File: config.mk
export PLATFORM = sky130hd
export DESIGN_NAME = dpd_front
export DESIGN_NICKNAME = d
export VERILOG_FILES = /design/src/rtl/dpd_pkg.sv /design/src/rtl/dpd_front.sv
export SDC_FILE = /design/constraint.sdc
export NUM_CORES = 1
export LEC_CHECK = 0
export BUFFER_PORTS_ARGS = -buffer_cell sky130_fd_sc_hd__buf_2
export CAP_MARGIN = 10
export CORE_ASPECT_RATIO = 0.9
export CORE_MARGIN = 2
export CORE_UTILIZATION = 45
export DETAILED_ROUTE_END_ITERATION = 8
export GPL_TIMING_DRIVEN = 0
export PLACE_DENSITY = 0.81
export SKIP_CTS_REPAIR_TIMING = 1
export SLEW_MARGIN = 10
export SYNTH_ARGS = -nofsm -noshare
export SYNTH_HDL_FRONTEND = slang
export SYNTH_SLANG_ARGS = --single-unit
File: constraint.sdc
create_clock -name clk -period 4.9 [get_ports clk]
set_input_delay 0.49 -clock clk [delete_from_list [all_inputs] [get_ports clk]]
set_output_delay 0.49 -clock clk [all_outputs]
set_load 0.02 [all_outputs]
File: src/rtl/dpd_pkg.sv
package dpd_pkg;

  // Widths of the angle terms built in the front (t1-t2, 2(t1-t2), t1-2t2)
  localparam int ANG_W = 35;

  // Queue between front and back
  localparam int Q_DEPTH = 4;
  localparam int Q_AW    = $clog2(Q_DEPTH);

  // Register indexes on the configuration port
  localparam logic [2:0] REG_GRAVITY      = 3'd0;
  localparam logic [2:0] REG_MASS_UPPER   = 3'd1;
  localparam logic [2:0] REG_MASS_LOWER   = 3'd2;
  localparam logic [2:0] REG_LENGTH_UPPER = 3'd3;
  localparam logic [2:0] REG_LENGTH_LOWER = 3'd4;

  // 1/(2 pi) in Q0.60, split for 32-bit partial products
  localparam logic [59:0] INV_TWO_PI = 60'd183493156455125854;
  localparam logic [31:0] INV_LO     = INV_TWO_PI[31:0];
  localparam logic [27:0] INV_HI     = INV_TWO_PI[59:32];

  localparam logic [30:0] ONE_Q30 = 31'h4000_0000;
  localparam logic [31:0] QUARTER_TURN = 32'h4000_0000;

  // Odd polynomial for sin(pi z / 2), Horner order, Q0.30
  localparam logic [30:0] SINE_COEF [6] = '{
    31'd3864, 31'd172272, 31'd5026990, 31'd85569305, 31'd693598668, 31'd1686629713
  };

  localparam logic signed [63:0] SMAX   = 64'sh7FFF_FFFF_FFFF_FFFF;
  localparam logic signed [64:0] SMAX65 = 65'sh0_7FFF_FFFF_FFFF_FFFF;

  typedef struct packed {
    logic signed [31:0] angle_upper;
    logic signed [31:0] rate_upper;
    logic signed [31:0] angle_lower;
    logic signed [31:0] rate_lower;
  } dpd_in_t;

  typedef struct packed {
    logic signed [31:0]      t1;
    logic signed [ANG_W-1:0] d;
    logic signed [ANG_W-1:0] d2;
    logic signed [ANG_W-1:0] t12;
    logic signed [31:0]      w1;
    logic signed [31:0]      w2;
  } dpd_item_t;

  typedef struct packed {
    logic [30:0] gravity;
    logic [30:0] mass_upper;
    logic [30:0] mass_lower;
    logic [30:0] length_upper;
    logic [30:0] length_lower;
  } dpd_cfg_t;

  typedef struct packed {
    logic signed [31:0] rate_upper_out;
    logic signed [31:0] accel_upper;
    logic signed [31:0] rate_lower_out;
    logic signed [31:0] accel_lower;
    logic               saturated;
  } dpd_result_t;

  typedef struct packed {
    logic               sat;
    logic signed [63:0] val;
  } dpd_fx_t;

  // Saturating add, clipped to +-(2^63-1)
  function automatic dpd_fx_t fx_add(input logic signed [63:0] a, input logic signed [63:0] b);
    logic signed [64:0] s;
    dpd_fx_t            res;
    s = {a[63], a} + {b[63], b};
    if (s > SMAX65) begin
      res.sat = 1'b1;
      res.val = SMAX;
    end else if (s < -SMAX65) begin
      res.sat = 1'b1;
      res.val = -SMAX;
    end else begin
      res.sat = 1'b0;
      res.val = s[63:0];
    end
    return res;
  endfunction

endpackage

File: src/rtl/dpd_front.sv
module dpd_front import dpd_pkg::*; (
  input  logic      clk,
  input  logic      rst_n,
  input  logic      in_valid,
  output logic      in_ready,
  input  dpd_in_t   in_data,
  output logic      item_valid,
  input  logic      item_ready,
  output dpd_item_t item
);

  logic      valid_r;
  dpd_item_t item_r;
  dpd_item_t item_nxt;

  assign in_ready   = !valid_r || item_ready;
  assign item_valid = valid_r;
  assign item       = item_r;

  // Angle combinations needed by the trig units
  always_comb begin
    logic signed [ANG_W-1:0] t1x;
    logic signed [ANG_W-1:0] t2x;
    t1x          = ANG_W'(in_data.angle_upper);
    t2x          = ANG_W'(in_data.angle_lower);
    item_nxt.t1  = in_data.angle_upper;
    item_nxt.d   = t1x - t2x;
    item_nxt.d2  = (t1x - t2x) <<< 1;
    item_nxt.t12 = t1x - (t2x <<< 1);
    item_nxt.w1  = in_data.rate_upper;
    item_nxt.w2  = in_data.rate_lower;
  end

  always_ff @(posedge clk) begin
    if (!rst_n) begin
      valid_r <= 1'b0;
    end else if (in_ready) begin
      valid_r <= in_valid;
    end
  end

  always_ff @(posedge clk) begin
    if (in_ready && in_valid) begin
      item_r <= item_nxt;
    end
  end

endmodule

-- Yosys cells after proc, flatten, opt, wreduce, memory -nomap -nowiden
Cells that the tools add are included.
- memory bits (writable): 0
- word-level logic and storage cells: 12
- output and inout port bits: 203
- bits of input ports: 132
- flip-flop bits (word level): 201
- bits in latches: 0
- memory bits (read-only): 0
- memories: 0
- bitwise operators: 0
- magnitude comparators: 0
- multiply operators: 0
- div/mod/pow operators: 0
- equal/unequal tests: 0
- $add $sub $neg: 2
- mux-type cells: 0
- reductions and logical operators: 3
- shift operators: 0
- operator list (operator ; number):
    32-bit by 33-bit subtractor with 34-bit output ; 1
    32-bit by 32-bit subtractor with 33-bit output ; 1
    1-bit logical AND ; 1
    1-bit zero test ; 1
    1-bit logical OR ; 1

-- Longest topological paths before layout
Gate-level depths: netlist (run 1).
- depth after elaboration: 3
- mapped depth: 11
- depth with buffers taken out: 11

-- Worst setup path before layout (run 1)
OpenSTA, ideal clock, no wires.
- path kind: input -> register
- start point: input item_ready
- end point: register item_r, in the netlist item[0] (enable)
- path slack: -0.130 ns
- required time: 4.359 ns
- cell stages on the path: 2
- buffers on the path: 0
- library setup time: 0.541 ns
- arrival: 4.489 ns
- cell sequence: nand2b_1 and2_1
- cells in the longest elaborated chain, start to end: 2
- RTL lines (what ; line ; source):
    from (decl) ; dpd_front.sv:8 ; input logic item_ready,
    1-bit logical OR ; dpd_front.sv:16 ; assign in_ready = !valid_r || item_ready;
    1-bit logical AND ; dpd_front.sv:43 ; if (in_ready && in_valid) begin
    to (signal assigned) ; dpd_front.sv:44 ; item_r <= item_nxt;
    to (decl) ; dpd_front.sv:13 ; dpd_item_t item_r;
No other way between the ends.
A chain may end at the register's enable or synchronous reset.

==> impl_metrics.toml, run 1 <==
[grt]
grt_antenna_before_repair = 2
grt_pass1_vias = 6403
track_usage_pct = 22.2
grt_max_degree = 70
grt_overflow_total = 0
grt_first_pass_wirelength_um = 34400

[timing]
fin_skew_ns = 0.0103
tightest_slew_ns = 0.717
maxSlewViolCount = 0
setup_violations = 0
setup_tns_ns = 0
min_period_ns = 2.94
fmax_mhz = 340
rsz0062_at_grt = "no"
slew_headroom_pct = 51.5
fin_ws_ns = 1.96
hold_violations = 0
post-route-period-util_pct = 59.9

[placement]
dp_slack_ns = 1.55
portBuffers = 333
dp_hpwl_um = 18200
place.gp.congestion = 0.913

[cts]
cts.sinks = 163
cts_max_level = 4
cts_root_buf = "clkbuf_16"
clk_path_buf_depth = 2
cts_made_buffers = 17
cts_tree = "yes"
clk_pin_slew_ns = 0.08
clkLatencyLatePin_ns = 0.43

[route]
drt_first_pass_iters = 5
num_vias = 6892
initialDrtViolationCount = 418
drc = 0
via_per_inst = 5.15
wl_um = 23300
wl_per_cell_um = 17.5
final_antenna_net_count = 0

[synth]
ys_seq_area_share_pct = 55.7
ys_ff_latch = 163
ys_warn_count = 0
synthArstFlopShare_pct = 0
synthCells = 719
synth_ff_type = "edfxtp_1"
avgSynthCellArea_um2 = 12.2
synth_edf_count = 162
synth_cell_type_count = 68
synth_fp_nets = 916
syn-cell-area_um2 = 8780

[pwr]
p_leak_nw = 5.20
pwr_density_cell_nw_per_um2 = 361
internal-power_w = 0.00279
p_total_w = 0.00412
p_sw_share_pct = 32.1
seq_power_share_pct = 42.4
vdd_ir_drop_max_v = 0.000234
power_frac_clock_pct = 32.2
power_switching_w = 0.00132
p_comb_share_pct = 25.4

[critical_path]
arrival_ns = 3.13
max_stage_delay_ns = 0.52
path_class = "in2reg"
endpoint_kind = "register"
critPathRequiredTime_ns = 5.09
reg2reg_setup_slack_ns = 3.21
path_max_fanout = 3
cp_slowest_cell = "o311ai_1"
critPathLaunchType = "input pin"
crit_chain = "buf_2 > inv_1 > ha_1 > fa_1 > nor2b_1 > o31a_1 > a221o_1 > a21oi_2 > a21boi_2 > o311ai_1 > nand3_1 > a31o_2"

[die]
fp.dieArea_um2 = 20600
ioPinCount = 335
fp.dieW_um = 151
die_h_um = 136
std_cell_rows = 48
design.core.area_um2 = 19200
start_util_pct = 45.8

[cells_and_area]
final_cell_mix = "buf_2, edfxtp_1, ha_1"
layout_commonest_cell = "buf_2"
drive_gt1_share_pct = 39.2
nets = 1270
synthToLayoutAreaGrowth_pct = 29.9
post-route-util_pct = 59.5

[run]
drv_cap = 0

[min_path]
hold_class = "in2reg"

[outcome]
status = "completed"
[layout make-up]
cell class	instances	area, um^2
repair buffers	335	1720
flip-flops and latches	163	4880
diodes	1	2.50
multi-input cells	456	3360
well taps	250	313
clock buffers	17	425
clock inverters	15	161
plain buffers	53	357
fillers	1550	7760
inverters	47	176
[critical path, delay by kind of cell]
kind | cells | cell delay, ns
AOI/OAI and AO/OA | 6 | 1.45
adders and majority gates | 2 | 0.63
and+or+nand+nor | 2 | 0.37
buffers and inverters | 2 | 0.17
[path summary, 6_finish.rpt]
path                                  start    endpoint  depth (start not counted)
worst min-delay path            in_data[21]    item[21]                          1
worst min register to register   item_valid  item_valid                          2
worst max-delay path            in_data[97]    item[97]                         12
worst max register to register   item_valid    item[72]                          3
[stage by stage]
| stage | std cells | hold WS (ns) | area [um^2] |
|---|---|---|---|
| after global placement | 1302 | 0.510 | 10800 |
| after detailed placement | 1304 | 0.553 | 10800 |
| after global routing | 1337 | 0.199 | 11400 |
| after CTS | 1336 | 0.205 | 11400 |
| final | 1337 | 0.223 | 11400 |
| after floorplan | 719 | 0.589 | 8780 |
[synth_stat cells, types with 3 or more instances]
master / count / area share [%]
edfxtp_1: 162 / 55
ha_1: 63 / 9.0
a21oi_1: 62 / 3.5
inv_1: 47 / 2.0
buf_4: 39 / 3.3
xnor2_1: 37 / 3.7
nand2_1: 35 / 1.5
nor2_1: 35 / 1.5
a21o_1: 31 / 2.7
o21ai_0: 27 / 1.5
xor2_1: 19 / 1.9
nand3_1: 11 / 0.63
nor2b_1: 11 / 0.78
o21a_1: 10 / 0.86
clkbuf_1: 9 / 0.38
a31oi_1: 8 / 0.57
nand4_1: 7 / 0.50
a211oi_1: 6 / 0.51
and2_1: 6 / 0.43
and3_1: 6 / 0.43
and4_1: 5 / 0.50
nand2b_1: 5 / 0.36
nor3_1: 5 / 0.29
o21bai_1: 5 / 0.43
a211o_1: 4 / 0.40
o31ai_1: 4 / 0.34
a21boi_0: 3 / 0.26
a311o_1: 3 / 0.34
buf_2: 3 / 0.17
o2111ai_1: 3 / 0.30
o211ai_1: 3 / 0.26
[flip-flops by register name, indices dropped and copies added, names as in the netlist]
signal	cells
item	162
item_valid	1
[metal layers]
| layer | global-route usage, % | routed length (um) |
|---|---|---|
| met5 | 0 | 13 |
| met4 | 7.42 | 409 |
| met1 | 29.2 | 9960 |
| met3 | 4.19 | 1360 |
| met2 | 36.8 | 11600 |
[power by group through the flow]
stage / sequential, W / combinational (W) / clock [W]
floorplan: 0.00193 / 0.000540 / 0
global placement: 0.00178 / 0.00102 / 0
detailed placement: 0.00178 / 0.00103 / 0
CTS: 0.00175 / 0.00105 / 0.00135
global route: 0.00176 / 0.00114 / 0.00141
finish: 0.00175 / 0.00104 / 0.00133
[cell families (layout without fill, tap and decap cells)]
family / count (synthesis) / in the layout / share of synthesized area [%]
buffers and inverters: 100 / 467 / 6.07
flip-flops: 163 / 163 / 55.7
AND/OR/NAND/NOR: 138 / 138 / 8.01
XOR/XNOR: 56 / 56 / 5.59
adder cells (fa/ha/maj): 65 / 65 / 9.44
AO/OA/AOI/OAI: 196 / 196 / 15.2
other: 1 / 2 / 0.0427
(Power assumes the default switching activity.)
==> run 2: changes to the inputs <==
--- a/config.mk
+++ b/config.mk
@@ -9,10 +9,10 @@
 export CAP_MARGIN = 10
 export CORE_ASPECT_RATIO = 0.9
 export CORE_MARGIN = 2
-export CORE_UTILIZATION = 45
+export CORE_UTILIZATION = 50
 export DETAILED_ROUTE_END_ITERATION = 8
 export GPL_TIMING_DRIVEN = 0
-export PLACE_DENSITY = 0.81
+export PLACE_DENSITY = 0.85
 export SKIP_CTS_REPAIR_TIMING = 1
 export SLEW_MARGIN = 10
 export SYNTH_ARGS = -nofsm -noshare
==> constraint.sdc (replaced) <==
create_clock -name clk -period 2.85 [get_ports clk]
set_input_delay 0.285 -clock clk [delete_from_list [all_inputs] [get_ports clk]]
set_output_delay 0.285 -clock clk [all_outputs]
set_load 0.02 [all_outputs]
==> impl_metrics.toml, run 2 (same netlist as run 1, synthesis figures left out) <==
[outcome]
status = "completed"

[cells_and_area]
drive_gt1_share_pct = 39.3
post-route-util_pct = 67.2
nets = 1270
largest_reg_flops = 162
final_area_um2 = 11400
synthToLayoutAreaGrowth_pct = 30.2
fill_cells = 1283
final_cell_mix = "buf_2, edfxtp_1, ha_1"
stdcell_count = 1322
layout_commonest_cell = "buf_2"

[route]
final_antenna_net_count = 0
wl_um = 23900
initialDrtViolationCount = 452
via_per_inst = 5.33
num_vias = 7040
wl_per_cell_um = 18.0
drc = 0
drt_first_pass_iters = 5

[die]
ioPinCount = 335
std_cell_rows = 45
die_h_um = 130
fp.dieArea_um2 = 18600
fp.dieW_um = 144
design.core.area_um2 = 17000
start_util_pct = 51.6

[critical_path]
path_class = "in2reg"
reg2reg_setup_slack_ns = 1.18
reg2reg_depth = 3
endpoint_kind = "register"
rr_endpoint = "item[180]"
critPathLaunchType = "input pin"
arrival_ns = 2.93
worst_r2r_startpoint = "item_valid"
max_stage_delay_ns = 0.43
critPathRequiredTime_ns = 3.03
path_max_fanout = 3
cp_slowest_cell = "fa_1"
crit_chain = "buf_2 > inv_1 > ha_1 > fa_1 > nor2b_1 > o31a_1 > a221o_1 > a21oi_2 > a21boi_2 > o311ai_2 > nand3_1 > a31o_2"
critPathBufInv = 2
critical-path-top-delay-family = "compound AO/OA/AOI/OAI gates"

[timing]
rsz0062_at_grt = "no"
fin_skew_ns = 0.00731
hold_violations = 0
setup_violations = 0
fmax_mhz = 364
maxSlewViolCount = 0
tightest_slew_ns = 0.718
whs_ns = 0.0271
slew_headroom_pct = 51.4
min_period_ns = 2.75
post-route-period-util_pct = 96.3

[cts]
clkLatencyLatePin_ns = 0.43
clk_pin_slew_ns = 0.07
cts.sinks = 163
cts_tree = "yes"
cts_made_buffers = 17
cts_root_buf = "clkbuf_16"
cts_max_level = 4
clk_path_buf_depth = 2

[pwr]
p_leak_nw = 5.21
p_total_w = 0.00720
pwr_density_cell_nw_per_um2 = 631
vdd_ir_drop_max_v = 0.000414

[grt]
grt_max_degree = 67
grt_first_pass_wirelength_um = 35500
grt_antenna_before_repair = 1
grt_overflow_total = 0
grt_pass1_vias = 6693
track_usage_pct = 25.1

[placement]
placed_cells = 1289
dpl_cell_area_um2 = 10800
dp_hpwl_um = 18600
place.gp.congestion = 0.906
portBuffers = 333

[run]
drv_cap = 0

[min_path]
hold_end = "item[4]"
worstHoldStart = "in_data[4]"
worstHoldPathCells = 1
hold_class = "in2reg"
## run 2: power breakdown
part	internal (W)	total [W]	switching, W
logic	0.000702	0.00181	0.00111
clock network	0.00134	0.00239	0.00105
registers	0.00292	0.00300	0.0000779
total	0.00497	0.00720	0.00224
## run 2: worst register-to-register path, cell delays in order, from the launching register on
cell	delay [ns]
dfxtp_1	0.31
nand2b_1	0.11
and2_4	0.51
buf_16	0.37
## run 2: area by class of cell
type,count,area [um^2],area share (%)
antenna,1,2.50,0.0219
buffer,53,357,3.12
clock buffer,18,429,3.76
clock inverter,14,189,1.65
inverter,47,176,1.54
multi-input combinational,456,3370,29.5
sequential,163,4880,42.8
tap,235,294,2.57
timing repair buffer,335,1720,15.1
## run 2: worst max-delay path by stage
stage	startpoint	end	slack, ns	cells after the start
after floorplan	in_data[97]	item[97]	0.21	11
after global placement	in_data[97]	item[97]	-0.31	12
after detailed placement	in_data[97]	item[97]	-0.40	12
after CTS	in_data[97]	item[97]	0.03	12
after global routing	in_data[33]	item[165]	0.006	11
final	in_data[97]	item[97]	0.10	12
## run 2: through the flow
step	setup TNS [ns]	setup slack (ns)
after CTS	0	0.0318
after detailed placement	-1.90	-0.401
after global placement	-0.953	-0.308
after floorplan	0	0.213
final	0	0.104
after global routing	0	0.00569
## run 2: metal layers
layer | up-vias | GRT usage [%] | routed length (um)
met4 | 0 | 9.34 | 696
met5 | - | 0 | 0
met1 | 3293 | 31.9 | 9720
met3 | 52 | 5.32 | 1660
li1 | 3361 | - | -
met2 | 334 | 42.5 | 11800
==> run 3: changes to the inputs <==
--- a/config.mk
+++ b/config.mk
@@ -13,6 +13,7 @@
 export DETAILED_ROUTE_END_ITERATION = 8
 export GPL_TIMING_DRIVEN = 0
 export PLACE_DENSITY = 0.85
+export REMOVE_ABC_BUFFERS = 1
 export SKIP_CTS_REPAIR_TIMING = 1
 export SLEW_MARGIN = 10
 export SYNTH_ARGS = -nofsm -noshare
==> impl_metrics.toml, run 3 (same netlist as run 1, synthesis figures left out) <==
[outcome]
status = "completed"

[grt]
grt_max_degree = 70
grt_antenna_before_repair = 0
grt_overflow_total = 0
busiest_layer = "met2"
grt.met1_usage_pct = 31.1
grt_first_pass_wirelength_um = 34000
track_usage_pct = 24.1
grt.met3_usage_pct = 5.84
grt_pass1_vias = 6563
use_met2_pct = 39.4

[timing]
min_period_ns = 2.63
maxSlewViolCount = 0
rsz0062_at_grt = "no"
fmax_mhz = 380
setup_violations = 0
fin_skew_ns = 0.00560
slew_headroom_pct = 53.7
hold_violations = 0
post-route-period-util_pct = 92.3
tightest_slew_ns = 0.685

[critical_path]
path_class = "in2reg"
worst_r2r_startpoint = "item_valid"
reg2reg_depth = 3
endpoint_kind = "register"
cp_slowest_cell = "nor4b_1"
max_stage_delay_ns = 0.61
path_max_fanout = 4
cp-endpoint = "item[165]"
arrival_ns = 2.79
reg2reg_setup_slack_ns = 1.10
crit_chain = "buf_2 > inv_1 > ha_1 > nor2b_1 > o2111ai_1 > nor4b_1 > o31ai_2 > a211oi_1 > o221a_2 > o21ai_1 > xor2_1"
startpoint = "in_data[33]"
rr_endpoint = "item[72]"
critPathRequiredTime_ns = 3.01
critPathLaunchType = "input pin"

[cts]
cts.sinks = 163
clkLatencyLatePin_ns = 0.42
cts_root_buf = "clkbuf_16"
clk_pin_slew_ns = 0.07
cts_tree = "yes"
cts_max_level = 4
cts_made_buffers = 17
clk_path_buf_depth = 2

[cells_and_area]
synthToLayoutAreaGrowth_pct = 25.5
nets = 1217
post-route-util_pct = 64.8
final_cell_mix = "buf_2, edfxtp_1, ha_1"
drive_gt1_share_pct = 37.3
largest_reg_flops = 162
final_area_um2 = 11000
layout_commonest_cell = "buf_2"

[route]
drt_first_pass_iters = 5
wl_per_cell_um = 18.4
initialDrtViolationCount = 479
drc = 0
final_antenna_net_count = 0
num_vias = 6913
via_per_inst = 5.45
wl_um = 23300

[pwr]
p_leak_nw = 4.97
pwr_density_cell_nw_per_um2 = 626
power_frac_clock_pct = 31.6
p_comb_share_pct = 25.0
p_sw_share_pct = 31.8
seq_power_share_pct = 43.4
internal-power_w = 0.00471
power_switching_w = 0.00219
vdd_ir_drop_max_v = 0.000383
p_total_w = 0.00690

[run]
drv_cap = 0

[die]
design.core.area_um2 = 17000
start_util_pct = 51.6
ioPinCount = 335
die_h_um = 130
std_cell_rows = 45
fp.dieArea_um2 = 18600
fp.dieW_um = 144

[placement]
portBuffers = 333
dp_hpwl_um = 18200
dpl_cell_area_um2 = 10400
place.gp.congestion = 0.890

[min_path]
hold_class = "in2reg"
## run 3: cell types whose count changed in the layout (fill, tap and decap cells not counted), sizes merged
cell	delta
buf	-44
clkinvlp	+2
clkbuf	-10
inv	+1
bufinv	-2
## run 3: layer usage
layer / part of all wire [%] / vias to the layer above
li1: - / 3253
met1: 41 / 3248
met2: 48 / 364
met3: 7.1 / 48
met4: 3.2 / 0
met5: 0 / -
## run 3: how the worst min path moves through the flow
| stage | start | to | slack [ns] | cells after the start |
|---|---|---|---|---|
| final | in_data[69] | item[37] | 0.03 | 1 |
| after global routing | in_data[14] | item[14] | 0.007 | 1 |
| after CTS | in_data[83] | item[51] | 0.01 | 1 |
| after detailed placement | in_data[83] | item[51] | 0.46 | 1 |
| after global placement | in_data[7] | item[7] | 0.46 | 1 |
| after floorplan | in_data[0] | item[0] | 0.38 | 0 |
## run 3: area by class of cell
class                      instances  area [um^2]
timing repair buffer             335         1720
inverter                          47          176
tap                              235          294
sequential                       163         4880
multi-input combinational        456         3370
fill                            1344         5990
clock inverter                    15          143
antenna                            1         2.50
clock buffer                      17          425
## run 3: power groups by stage
stage	Combinational, W	Sequential [W]	Clock (W)
after CTS	0.00171	0.00300	0.00221
after detailed placement	0.00169	0.00305	0
final	0.00172	0.00300	0.00218
after floorplan	0.000742	0.00342	0
after global routing	0.00186	0.00302	0.00229
after global placement	0.00165	0.00307	0
## run 3: worst max-delay path: cells and delay by family
family / cells / cell delay (ns)
buffers and inverters: 2 / 0.21
adders and majority gates: 1 / 0.28
xor gates and xnor gates: 1 / 0.15
and+or+nand+nor: 2 / 0.75
AOI/OAI and AO/OA: 5 / 1.11
## run 3: per-stage QoR
step | TNS [ns] | setup slack, ns | hold slack (ns) | cells
floorplan | -331.72 | -2.05 | 0.384 | 666
global placement | -510.95 | -3.17 | 0.462 | 1234
detailed placement | -1.16 | -0.273 | 0.463 | 1236
CTS | 0 | 0.113 | 0.0137 | 1268
global route | 0 | 0.0126 | 0.00735 | 1268
finish | 0 | 0.220 | 0.0294 | 1269
