[src/rtl/dpd_pkg.sv]
package dpd_pkg;

  // Widths of the angle terms built in the front (t1-t2, 2(t1-t2), t1-2t2)
  localparam int ANG_W = 35;

  // Queue between front and back
  localparam int Q_DEPTH = 4;
  localparam int Q_AW    = $clog2(Q_DEPTH);

  // Register indexes on the configuration port
  localparam logic [2:0] REG_GRAVITY      = 3'd0;
  localparam logic [2:0] REG_MASS_UPPER   = 3'd1;
  localparam logic [2:0] REG_MASS_LOWER   = 3'd2;
  localparam logic [2:0] REG_LENGTH_UPPER = 3'd3;
  localparam logic [2:0] REG_LENGTH_LOWER = 3'd4;

  // 1/(2 pi) in Q0.60, split for 32-bit partial products
  localparam logic [59:0] INV_TWO_PI = 60'd183493156455125854;
  localparam logic [31:0] INV_LO     = INV_TWO_PI[31:0];
  localparam logic [27:0] INV_HI     = INV_TWO_PI[59:32];

  localparam logic [30:0] ONE_Q30 = 31'h4000_0000;
  localparam logic [31:0] QUARTER_TURN = 32'h4000_0000;

  // Odd polynomial for sin(pi z / 2), Horner order, Q0.30
  localparam logic [30:0] SINE_COEF [6] = '{
    31'd3864, 31'd172272, 31'd5026990, 31'd85569305, 31'd693598668, 31'd1686629713
  };

  localparam logic signed [63:0] SMAX   = 64'sh7FFF_FFFF_FFFF_FFFF;
  localparam logic signed [64:0] SMAX65 = 65'sh0_7FFF_FFFF_FFFF_FFFF;

  typedef struct packed {
    logic signed [31:0] angle_upper;
    logic signed [31:0] rate_upper;
    logic signed [31:0] angle_lower;
    logic signed [31:0] rate_lower;
  } dpd_in_t;

  typedef struct packed {
    logic signed [31:0]      t1;
    logic signed [ANG_W-1:0] d;
    logic signed [ANG_W-1:0] d2;
    logic signed [ANG_W-1:0] t12;
    logic signed [31:0]      w1;
    logic signed [31:0]      w2;
  } dpd_item_t;

  typedef struct packed {
    logic [30:0] gravity;
    logic [30:0] mass_upper;
    logic [30:0] mass_lower;
    logic [30:0] length_upper;
    logic [30:0] length_lower;
  } dpd_cfg_t;

  typedef struct packed {
    logic signed [31:0] rate_upper_out;
    logic signed [31:0] accel_upper;
    logic signed [31:0] rate_lower_out;
    logic signed [31:0] accel_lower;
    logic               saturated;
  } dpd_result_t;

  typedef struct packed {
    logic               sat;
    logic signed [63:0] val;
  } dpd_fx_t;

  // Saturating add, clipped to +-(2^63-1)
  function automatic dpd_fx_t fx_add(input logic signed [63:0] a, input logic signed [63:0] b);
    logic signed [64:0] s;
    dpd_fx_t            res;
    s = {a[63], a} + {b[63], b};
    if (s > SMAX65) begin
      res.sat = 1'b1;
      res.val = SMAX;
    end else if (s < -SMAX65) begin
      res.sat = 1'b1;
      res.val = -SMAX;
    end else begin
      res.sat = 1'b0;
      res.val = s[63:0];
    end
    return res;
  endfunction

endpackage

[src/rtl/dpd_queue.sv]
module dpd_queue import dpd_pkg::*; (
  input  logic      clk,
  input  logic      rst_n,
  input  logic      push_valid,
  output logic      push_ready,
  input  dpd_item_t push_item,
  output logic      pop_valid,
  input  logic      pop,
  output dpd_item_t pop_item
);

  dpd_item_t       mem_r [Q_DEPTH];
  logic [Q_AW-1:0] wr_ptr_r, rd_ptr_r;
  logic [Q_AW:0]   count_r;
  logic            do_push, do_pop;

  assign push_ready = (count_r != Q_DEPTH[Q_AW:0]);
  assign pop_valid  = (count_r != '0);
  assign pop_item   = mem_r[rd_ptr_r];
  assign do_push    = push_valid && push_ready;
  assign do_pop     = pop && pop_valid;

  // Pointers and fill count
  always_ff @(posedge clk) begin
    if (!rst_n) begin
      wr_ptr_r <= '0;
      rd_ptr_r <= '0;
      count_r  <= '0;
    end else begin
      if (do_push) wr_ptr_r <= wr_ptr_r + 1'b1;
      if (do_pop)  rd_ptr_r <= rd_ptr_r + 1'b1;
      if (do_push && !do_pop) count_r <= count_r + 1'b1;
      else if (do_pop && !do_push) count_r <= count_r - 1'b1;
    end
  end

  always_ff @(posedge clk) begin
    if (do_push) begin
      mem_r[wr_ptr_r] <= push_item;
    end
  end

endmodule

[config.mk]
export PLATFORM = sky130hd
export DESIGN_NAME = dpd_queue
export DESIGN_NICKNAME = d
export VERILOG_FILES = /design/src/rtl/dpd_pkg.sv /design/src/rtl/dpd_queue.sv
export SDC_FILE = /design/constraint.sdc
export NUM_CORES = 1
export LEC_CHECK = 0
export ABC_AREA = 1
export BUFFER_PORTS_ARGS = -buffer_cell sky130_fd_sc_hd__clkbuf_2
export CAP_MARGIN = 10
export CORE_AREA = 2 2 321 323
export DETAILED_ROUTE_END_ITERATION = 16
export DIE_AREA = 0 0 323 325
export GPL_TIMING_DRIVEN = 0
export SLEW_MARGIN = 15
export SYNTH_ARGS = -nofsm -noshare
export SYNTH_HDL_FRONTEND = slang
export SYNTH_SLANG_ARGS = --single-unit
[constraint.sdc]
create_clock -name clk -period 12.2 [get_ports clk]
set_input_delay 2.44 -clock clk [delete_from_list [all_inputs] [get_ports clk]]
set_output_delay 2.44 -clock clk [all_outputs]
set_load 0.02 [all_outputs]
== Yosys cells after proc, flatten, opt, wreduce, memory -nomap -nowiden ==
Memories as Yosys holds them, arrays and structs flattened. A register that Yosys moved wholly into a read port is not among the register bits.
Cells that the tools add are included.

* Flip-flop bits (word level): 7
* Latch bits: 0
* Bits in writable memories: 804
* ROM bits: 0
* Bits of input ports: 205
* Output and inout port bits: 203
* Word-level logic and storage cells: 23
* Memories kept: 1

{| class="wikitable"
|+ Memories
! memory !! depth !! width !! rd ports !! clocked after Yosys merged registers in !! write ports !! RTL line !! text
|-
| mem_r || 4 || 201 || 1 || 1 || 1 || dpd_queue.sv:12 || <nowiki>dpd_item_t mem_r [Q_DEPTH];</nowiki>
|}

* Add/sub/neg operators: 4
* Multipliers: 0
* Div/mod/pow operators: 0
* Order comparisons: 0
* Eq/ne operators: 1
* Shift-type cells: 0
* Mux-type cells: 6
* Bitwise operators: 0
* Reductions and logical operators: 8

{| class="wikitable"
|+ Operator list
! cell !! count
|-
| 2-to-1 mux 3 bit || 2
|-
| adder 2 x 1 -> 2 bit, second input constant || 2
|-
| logical AND 1 bit || 4
|-
| 2-to-1 mux 2 bit || 2
|-
| adder 3 x 1 -> 3 bit, second input constant || 1
|-
| != test 3 bit, second input constant || 1
|-
| nonzero test 3 bit || 1
|-
| subtractor 3 x 1 -> 3 bit, second input constant || 1
|-
| logical NOT 1 bit || 2
|-
| 2-to-1 mux 1 bit || 2
|-
| nonzero test 2 bit || 1
|}

== Logic depth before layout (Yosys ltp) ==
Gate-level depths: netlist of the first run.

* Depth in word-level cells: 6
* Gate-level depth with buffers: 13

== Worst setup path after synthesis of the first run ==
OpenSTA, ideal clock, no wires.

* Kind: input to register
* Start: in push_valid
* End: mem mem_r[0][0] in the netlist's numbering, enable pin
* Setup time: 0.766 ns
* Arrival: 10.892 ns
* Data required time: 11.434 ns
* Path slack: 0.542 ns
* Stages on the path: 2
* Path buffers: 0
* Cells stage by stage: nand2_1 > nor2_1

* Word-level cells in the longest chain between the ends: 3

{| class="wikitable"
|+ RTL lines
! what !! RTL line !! text
|-
| from (decl) || dpd_queue.sv:4 || <nowiki>input logic push_valid,</nowiki>
|-
| logical AND 1 bit || dpd_queue.sv:20 || <nowiki>assign do_push = push_valid && push_ready;</nowiki>
|-
| 2-to-1 mux 1 bit || dpd_queue.sv:38 || <nowiki>if (do_push) begin</nowiki>
|-
| 2-to-1 mux 1 bit (implied by the code) || dpd_queue.sv:39 || <nowiki>mem_r[wr_ptr_r] <= push_item;</nowiki>
|-
| to (decl) || dpd_queue.sv:12 ||
|}

No other way between the ends.

==> qor_table.md, run 1 <==
| Quantity | Reported |
| --- | --- |
| Status | finished clean |
| Worst Max-Slew Pin Slew | 0.827 ns |
| Fraction of post-synthesis cell area in the top cell type by area | 80.0% |
| Power density of the placed cells | 221 mW/mm^2 |
| All-layer global routing usage | 15.8% |
| I/O pin count | 408 |
| Slowest CP cell | sky130_fd_sc_hd__clkbuf_1 |
| Depth of the worst register-to-register path | 8 |
| Reg-to-reg critical path startpoint | count_r[0]$_SDFFE_PN0P_ |
| Count of distinct cell types in the synthesized netlist | 21 |
| Clock Path Buffers | 3 |
| Setup slack after layout | 6.98 ns |
| Total congestion overflow | 0 |
| Family with the most delay on the worst path | buffers and inverters |
| Critical Path, Cell by Cell | inv_2 -> buf_4 -> clkbuf_1 -> o21ai_1 -> o22ai_1 -> clkbuf_2 |
| # port buffers | 407 |
| Detailed Place HPWL | 57000 um |
| Syn Area/Cell | 15.0 sq um |
| Delay of the slowest cell on the worst path | 0.66 ns |
| Total detailed-routing wirelength | 85100 um |
| TritonCTS Buffers | 87 |
| RSZ-0062 raised after global routing | false |
| Drt pass-1 iters | 5 |
| Number of buffer and inverter instances along the worst setup path | 4 |
| Placed cell count | 3828 |
| Count of synthesis-stage warnings from yosys | 0 |
| Number of filler instances in the final layout | 9671 |
| Arrival time at the worst endpoint | 2.78 ns |
| Post-CTS Setup Inserts | 0 |
| Number of sinks driven by the clock tree | 813 |
| Critical path launch point type | register |
| Finished layout cell area | 0.0376 sq mm |
| Required time at the worst-slack endpoint | 9.76 ns |
| Final-report hold violation count | 0 |
| Total of hold buffers inserted after clock tree synthesis | 0 |
| Pin count of the biggest net entering global routing | 25 |
| Post-CTS resize count | 0 |
| Post-route DRC violation count | 0 |
| Standard-cell row count | 117 |
| Final total negative setup slack | 0 ns |
| Max IR drop VDD | 0.167 mV |
| Relative slew slack | 44.8% |
| Cell type with the largest total area after synthesis | sky130_fd_sc_hd__edfxtp_1 |
| Portion of the post-synthesis area used by sequential elements | 80.6% |
| Peak clock frequency supported by timing | 192 MHz |
| Worst hold path class | reg2reg |
| Area of the die | 0.105 sq mm |
| Hold Crit Start | rd_ptr_r[0]$_SDFFE_PN0P_ |
| Deepest level of the CTS H-tree | 3 |
| Total of max-cap violations | 0 |
| Starting utilization of the core area | 29.8% |
| Fraction of layout cells with a size suffix above 1 | 25.9% |
| Die height | 325 um |
| First-pass GRT wire length | 122000 um |
| Hold EP | rd_ptr_r[0]$_SDFFE_PN0P_ |
| Cells on Worst Hold Path | 2 |
| Maximum fanout count along the critical path | 10 |
| Top post-synthesis cells by area | sky130_fd_sc_hd__edfxtp_1 80%, sky130_fd_sc_hd__o21ai_0 6.0%, sky130_fd_sc_hd__nor2_1 5.2% |
| Antenna Violating Nets Remaining | 0 |
| Synthesis-to-layout area growth | 24.6% |
| Reg clk slew, reported paths | 0.06 ns |
| Total via count in the routed design | 18802 |
| Finished Layout Cells | 3998 |
| Min Clock Period, post-route | 5.22 ns |
| Count of nets after finishing | 2760 |
| Die W | 323 um |
| Critical path class | reg2out |
| Synth Net Count | 2223 |
| Number of global-route vias before repair | 18341 |
| Setup skew after layout | 0.0324 ns |
| Reg2reg setup slack | 9.41 ns |
| Yosys reg bits | 813 |
| Lkg Pwr | 13.2 nW |
| Endpoint of the worst-slack reg-to-reg timing path | mem_r[2][71]$_DFFE_PP_ |
| GPL Wtd Cong | 0.756 |
| Setup WS pre-CTS | 7.47 ns |
| Critical path capture point type | output port |
| Gate count of the mapped netlist | 2012 |
| Total standard cell area after synthesis | 0.0302 sq mm |
| Wire per inst | 21.3 um |
| Slew Viols, Final | 0 |
| Insertion delay to the later sink of the worst-skew pair | 0.66 ns |
| Antenna violations before repair | 14 |
| Core ar. | 0.101 sq mm |
| Clock tree from TritonCTS | built |
| Final cycle utilization of the critical path | 42.8% |
| Detailed-route vias per instance | 4.70 |
| Clock Tree Root | sky130_fd_sc_hd__clkbuf_16 |
| Initial detailed-routing violation count | 1613 |
| Placed cell area | 0.0349 sq mm |
| Final count of negative-setup-slack endpoints | 0 |
==> layout by cell type, fill, tap and decap left out, drive strengths merged <==
cell / instances
nor2: 416
diode: 9
xor2: 1
clkinvlp: 2
bufinv: 5
clkinv: 34
ha: 5
inv: 24
o22ai: 201
nand2: 15
nand3b: 1
a21oi: 3
fa: 1
clkbuf: 561
dfxtp: 9
o21ai: 403
nand3: 4
edfxtp: 804
buf: 132
==> power breakdown <==
part / switching, W / internal, W / leakage (nW)
combinational: 0.00169 / 0.000681 / 4.40
clock: 0.00107 / 0.00145 / 1.32
sequential: 0.0000562 / 0.00339 / 7.44
==> flip-flops by register name, indices dropped and copies added, names as in the netlist, named ones only <==
register / cells
rd_ptr_r: 2
count_r: 3
mem_r: 804
wr_ptr_r: 2
==> tightest hold or removal path, cell delays in order (launching register included) <==
cell                      delay [ns]
sky130_fd_sc_hd__dfxtp_1        0.32
sky130_fd_sc_hd__nand2_1        0.08
sky130_fd_sc_hd__a21oi_1        0.06
==> through the flow <==
step | utilization [%] | power, W | hold slack, ns
after floorplan | - | 0.00490 | 0.465
after global placement | 33.5 | 0.00599 | 0.492
after detailed placement | 34.4 | 0.00592 | 0.494
after CTS | 37.1 | 0.00844 | 0.506
after global routing | 37.1 | 0.00870 | 0.540
final | 37.1 | 0.00833 | 0.503
==> worst max-delay path by stage <==
stage / from / to / slack [ns] / cells after the start
global placement: push_valid / mem_r[3][53]$_DFFE_PP_ / -7.42 / 3
global route: register / pop_item[8] / 6.83 / 6
CTS: register / pop_item[8] / 6.78 / 6
finish: register / pop_item[8] / 6.98 / 6
detailed placement: push_valid / mem_r[2][75]$_DFFE_PP_ / 7.47 / 7
floorplan: push_valid / mem_r[0][0]$_DFFE_PP_ / 0.54 / 2
==> logic make-up (layout without fill, tap and decap cells) <==
| logic type | count (synthesis) | in the layout | synth area share (%) |
|---|---|---|---|
| simple gates | 436 | 436 | 5.45 |
| compound gates | 607 | 607 | 10.9 |
| other cells | 0 | 9 | 0 |
| flops | 813 | 813 | 80.6 |
| buf+inv | 149 | 758 | 2.77 |
| xor+xnor | 1 | 1 | 0.0290 |
| fa+ha+maj | 6 | 6 | 0.274 |
==> cell type report <==
| class | instances | area (sq um) | share of cell area, % |
|---|---|---|---|
| flip-flops and latches | 813 | 24300 | 64.6 |
| diodes | 9 | 22.5 | 0.0599 |
| multi-input cells | 1050 | 5060 | 13.4 |
| plain buffers | 133 | 774 | 2.06 |
| clock inverters | 49 | 390 | 1.04 |
| repair buffers | 448 | 2970 | 7.89 |
| well taps | 1368 | 1710 | 4.55 |
| inverters | 16 | 62.6 | 0.166 |
| clock buffers | 112 | 2310 | 6.15 |
==> cells in the mapped netlist <==
library cell and n:
sky130_fd_sc_hd__clkbuf_2 15, sky130_fd_sc_hd__dfxtp_1 9, sky130_fd_sc_hd__o21ai_0 362, sky130_fd_sc_hd__inv_4 1
sky130_fd_sc_hd__buf_4 12, sky130_fd_sc_hd__nor2_1 416, sky130_fd_sc_hd__edfxtp_1 804, sky130_fd_sc_hd__ha_1 5
sky130_fd_sc_hd__a21oi_1 3, sky130_fd_sc_hd__nand3b_1 1, sky130_fd_sc_hd__o22ai_1 201, sky130_fd_sc_hd__nand2_1 15
sky130_fd_sc_hd__xor2_1 1, sky130_fd_sc_hd__inv_2 1, sky130_fd_sc_hd__fa_1 1, sky130_fd_sc_hd__inv_1 14
sky130_fd_sc_hd__buf_6 18, sky130_fd_sc_hd__buf_2 61, sky130_fd_sc_hd__o21ai_1 41, sky130_fd_sc_hd__clkbuf_1 27
sky130_fd_sc_hd__nand3_1 4
==> layer usage <==
metal	share of wire, %	up-vias	global-route usage, %
met2	47	617	25.5
met4	2.0	24	4.27
met5	0.18	-	0
met3	8.5	129	5.16
met1	42	9284	20.2
li1	-	8748	-
Power figures use the tool's default switching activity.
==> inputs of run 2 (changes only) <==
clock period = 5 ns   (was 12.2 ns; I/O delays follow)
==> run 2 against run 1 <==
Critical path depth unchanged; register-to-register slack got worse by 7.3 ns; total power increased by 140%; combinational power increased by 140%; via count decreased by 0.51%; global-route usage decreased by 0.31 points; first-iteration DRC count decreased by 22%; sequential cell count unchanged; count of clock-buffer cells in the layout decreased by 1; largest power group unchanged; utilization about the same; worst hold slack got worse by 0.0020 ns; setup slack got worse by 5.7 ns.
==> qor_table.md, run 2 (synthesis gave the netlist of run 1 again) <==
| Quantity | Reported | Delta |
| --- | --- | --- |
| Total via count in the routed design | 18707 | was 18802 |
| GPL Wtd Cong | 0.742 | was 0.756 |
| Drt pass-1 iters | 5 | unchanged |
| Total of hold buffers inserted after clock tree synthesis | 0 | unchanged |
| WL met1 | 33800 um | was 35700 um |
| Pwr Total | 0.0201 W | was 0.00833 W |
| Reg2reg setup slack | 2.09 ns | was 9.41 ns |
| Count of nets after finishing | 2760 | unchanged |
| Critical path class | reg2out | unchanged |
| Critical path launch point type | register | unchanged |
| Die height | 325 um | unchanged |
| # port buffers | 407 | unchanged |
| Deepest level of the CTS H-tree | 3 | unchanged |
| Insertion delay to the later sink of the worst-skew pair | 0.66 ns | about the same |
| Clock Tree Root | sky130_fd_sc_hd__clkbuf_16 | unchanged |
| Placed cell area | 0.0350 sq mm | was 0.0349 sq mm |
| Registers with the most flip-flops | mem_r (804), count_r (3) | unchanged |
| Met3 layer wire length in the routed design | 7520 um | was 7230 um |
| Clock tree from TritonCTS | built | unchanged |
| Standard-cell row count | 117 | unchanged |
| Depth of the worst register-to-register path | 9 | was 8 |
| Critical path capture point type | output port | unchanged |
| First-pass GRT wire length | 120000 um | was 122000 um |
| Reg-to-reg critical path startpoint | count_r[0]$_SDFFE_PN0P_ | unchanged |
| Min Clock Period, post-route | 3.69 ns |  |
| Relative slew slack | 52.9% | was 44.8% |
| Final cycle utilization of the critical path | 73.8% |  |
| Final count of negative-setup-slack endpoints | 0 | unchanged |
| Footprint of the flip-flops and latches | 0.0243 sq mm | unchanged |
| Largest register by flop count | mem_r | unchanged |
| TritonCTS Buffers | 86 | was 87 |
| Power density of the placed cells | 535 mW/mm^2 | was 221 mW/mm^2 |
| Hold Crit Start | rd_ptr_r[1]$_SDFFE_PN0P_ | was rd_ptr_r[0]$_SDFFE_PN0P_ |
| Initial detailed-routing violation count | 1252 | was 1613 |
| Reg clk slew, reported paths | 0.06 ns | about the same |
| Worst hold path class | reg2reg | unchanged |
| Number of sinks driven by the clock tree | 813 | unchanged |
| Maximum fanout count along the critical path | 10 | unchanged |
| Synthesis-to-layout area growth | 24.7% | was 24.6% |
| Finished layout cell area | 0.0376 sq mm | about the same |
| RSZ-0062 raised after global routing | false | unchanged |
| Total detailed-routing wirelength | 83400 um | was 85100 um |
| Die W | 323 um | unchanged |
| Detailed Place HPWL | 56700 um | was 57000 um |
| Peak clock frequency supported by timing | 271 MHz |  |
| Area of the die | 0.105 sq mm | unchanged |
| Cells on Worst Hold Path | 2 | unchanged |
| Slowest CP cell | sky130_fd_sc_hd__o22ai_1 | was sky130_fd_sc_hd__clkbuf_1 |
| Detailed-route vias per instance | 4.68 | was 4.70 |
| Minimum hold slack | 0.501 ns | was 0.503 ns |
| Critical Path, Cell by Cell | inv_2 -> buf_4 -> clkbuf_1 -> o21ai_0 -> o22ai_1 -> clkbuf_2 | was inv_2 -> buf_4 -> clkbuf_1 -> o21ai_1 -> o22ai_1 -> clkbuf_2 |
| Total congestion overflow | 0 | unchanged |
| Antenna Violating Nets Remaining | 0 | unchanged |
| Post-CTS Setup Inserts | 0 | unchanged |
| Largest register FFs | 804 | unchanged |
| Delay of the slowest cell on the worst path | 0.51 ns | was 0.66 ns |
| Required time at the worst-slack endpoint | 4.00 ns | was 9.76 ns |
| Post-route DRC violation count | 0 | unchanged |
| Clock Path Buffers | 3 | unchanged |
| Status | finished clean | unchanged |
| Post-CTS resize count | 0 | unchanged |
| I/O pin count | 408 | unchanged |
| Routed wl met2 | 40200 um | was 40300 um |
| Worst Max-Slew Pin Slew | 0.705 ns | was 0.827 ns |
| Endpoint of the worst-slack reg-to-reg timing path | mem_r[1][52]$_DFFE_PP_ | was mem_r[2][71]$_DFFE_PP_ |
| Most frequent standard cell in the layout excluding fill and tap cells | sky130_fd_sc_hd__edfxtp_1 | unchanged |
| Total of max-cap violations | 0 | unchanged |
| Number of global-route vias before repair | 18266 | was 18341 |
| Lkg Pwr | 13.1 nW | was 13.2 nW |
| Wire per inst | 20.9 um | was 21.3 um |
| Final core occ | 37.2% | was 37.1% |
| Top layer used by detailed routing | met5 | unchanged |
| All-layer global routing usage | 15.5% | was 15.8% |
| Number of filler instances in the final layout | 9698 | was 9671 |
| Arrival time at the worst endpoint | 2.69 ns | was 2.78 ns |
| Total area of multi-input combinational cells | 0.00506 sq mm | unchanged |
| Final-report hold violation count | 0 | unchanged |
| Fraction of layout cells with a size suffix above 1 | 26.0% | was 25.9% |
| Antenna violations before repair | 25 | was 14 |
| Max IR drop VDD | 0.351 mV | was 0.167 mV |
| Core ar. | 0.101 sq mm | unchanged |
| Starting utilization of the core area | 29.8% | unchanged |
| Slew Viols, Final | 0 | unchanged |
| Setup skew after layout | 0.0259 ns | was 0.0324 ns |
| Commonest cells after routing, fill and taps aside | 804 x sky130_fd_sc_hd__edfxtp_1, 422 x sky130_fd_sc_hd__clkbuf_2, 412 x sky130_fd_sc_hd__nor2_1 | unchanged |
| Pin count of the biggest net entering global routing | 25 | unchanged |
[run 2: cell types whose count changed in the layout (fill, tap and decap cells not counted), moves of 2 or more]
cell | before | now
sky130_fd_sc_hd__buf_12 | 26 | 20
sky130_fd_sc_hd__buf_16 | 15 | 22
sky130_fd_sc_hd__bufinv_16 | 5 | 2
sky130_fd_sc_hd__clkinv_4 | 2 | 0
sky130_fd_sc_hd__clkinv_8 | 0 | 2
sky130_fd_sc_hd__clkinvlp_4 | 2 | 7
sky130_fd_sc_hd__inv_16 | 0 | 2
sky130_fd_sc_hd__inv_6 | 8 | 3
[run 2: area by class of cell]
type	count	area share [%]
flip-flops and latches	813	64.6
multi-input cells	1050	13.4
repair buffers	449	8.08
clock buffers	111	6.11
well taps	1368	4.55
plain buffers	133	2.06
clock inverters	48	0.931
inverters	16	0.166
diodes	8	0.0532
[run 2: where the power goes]
part | internal [W] | leakage [nW] | total [W] | switching, W
Clock | 0.00337 | 1.28 | 0.00598 | 0.00261
Combinational | 0.00166 | 4.43 | 0.00575 | 0.00409
Sequential | 0.00827 | 7.44 | 0.00840 | 0.000136
Total | 0.0133 | 13.1 | 0.0201 | 0.00684
[run 2: critical path: cells and delay by family (launching register included)]
| kind | cells | cell delay (ns) |
|---|---|---|
| flops | 1 | 0.33 |
| compound gates | 2 | 0.67 |
| buf+inv | 4 | 1.03 |
[run 2: per-layer routing]
metal	vias to the layer above	global-route usage [%]
met4	32	4.42
met1	9203	19.5
met5	-	0
met3	132	5.11
li1	8731	-
met2	609	25.3
[run 2: through the flow]
stage	setup WS, ns	std cells	TNS [ns]
2_1_floorplan	-1.86	2012	-1491.83
3_3_place_gp	-6.60	3787	-5157.83
3_5_place_dp	1.62	3829	0
4_1_cts	1.25	3988	0
5_1_grt	1.21	3990	0
6_report	1.31	3996	0
[run 2: worst max path at each step]
stage                     slack (ns)                      to  cells after the start
after detailed placement        1.62  mem_r[1][52]$_DFFE_PP_                      8
after floorplan                -1.86   mem_r[0][0]$_DFFE_PP_                      2
after global placement         -6.60  mem_r[3][57]$_DFFE_PP_                      3
final                           1.31           pop_item[111]                      6
after CTS                       1.25           pop_item[111]                      5
after global routing            1.21           pop_item[111]                      6
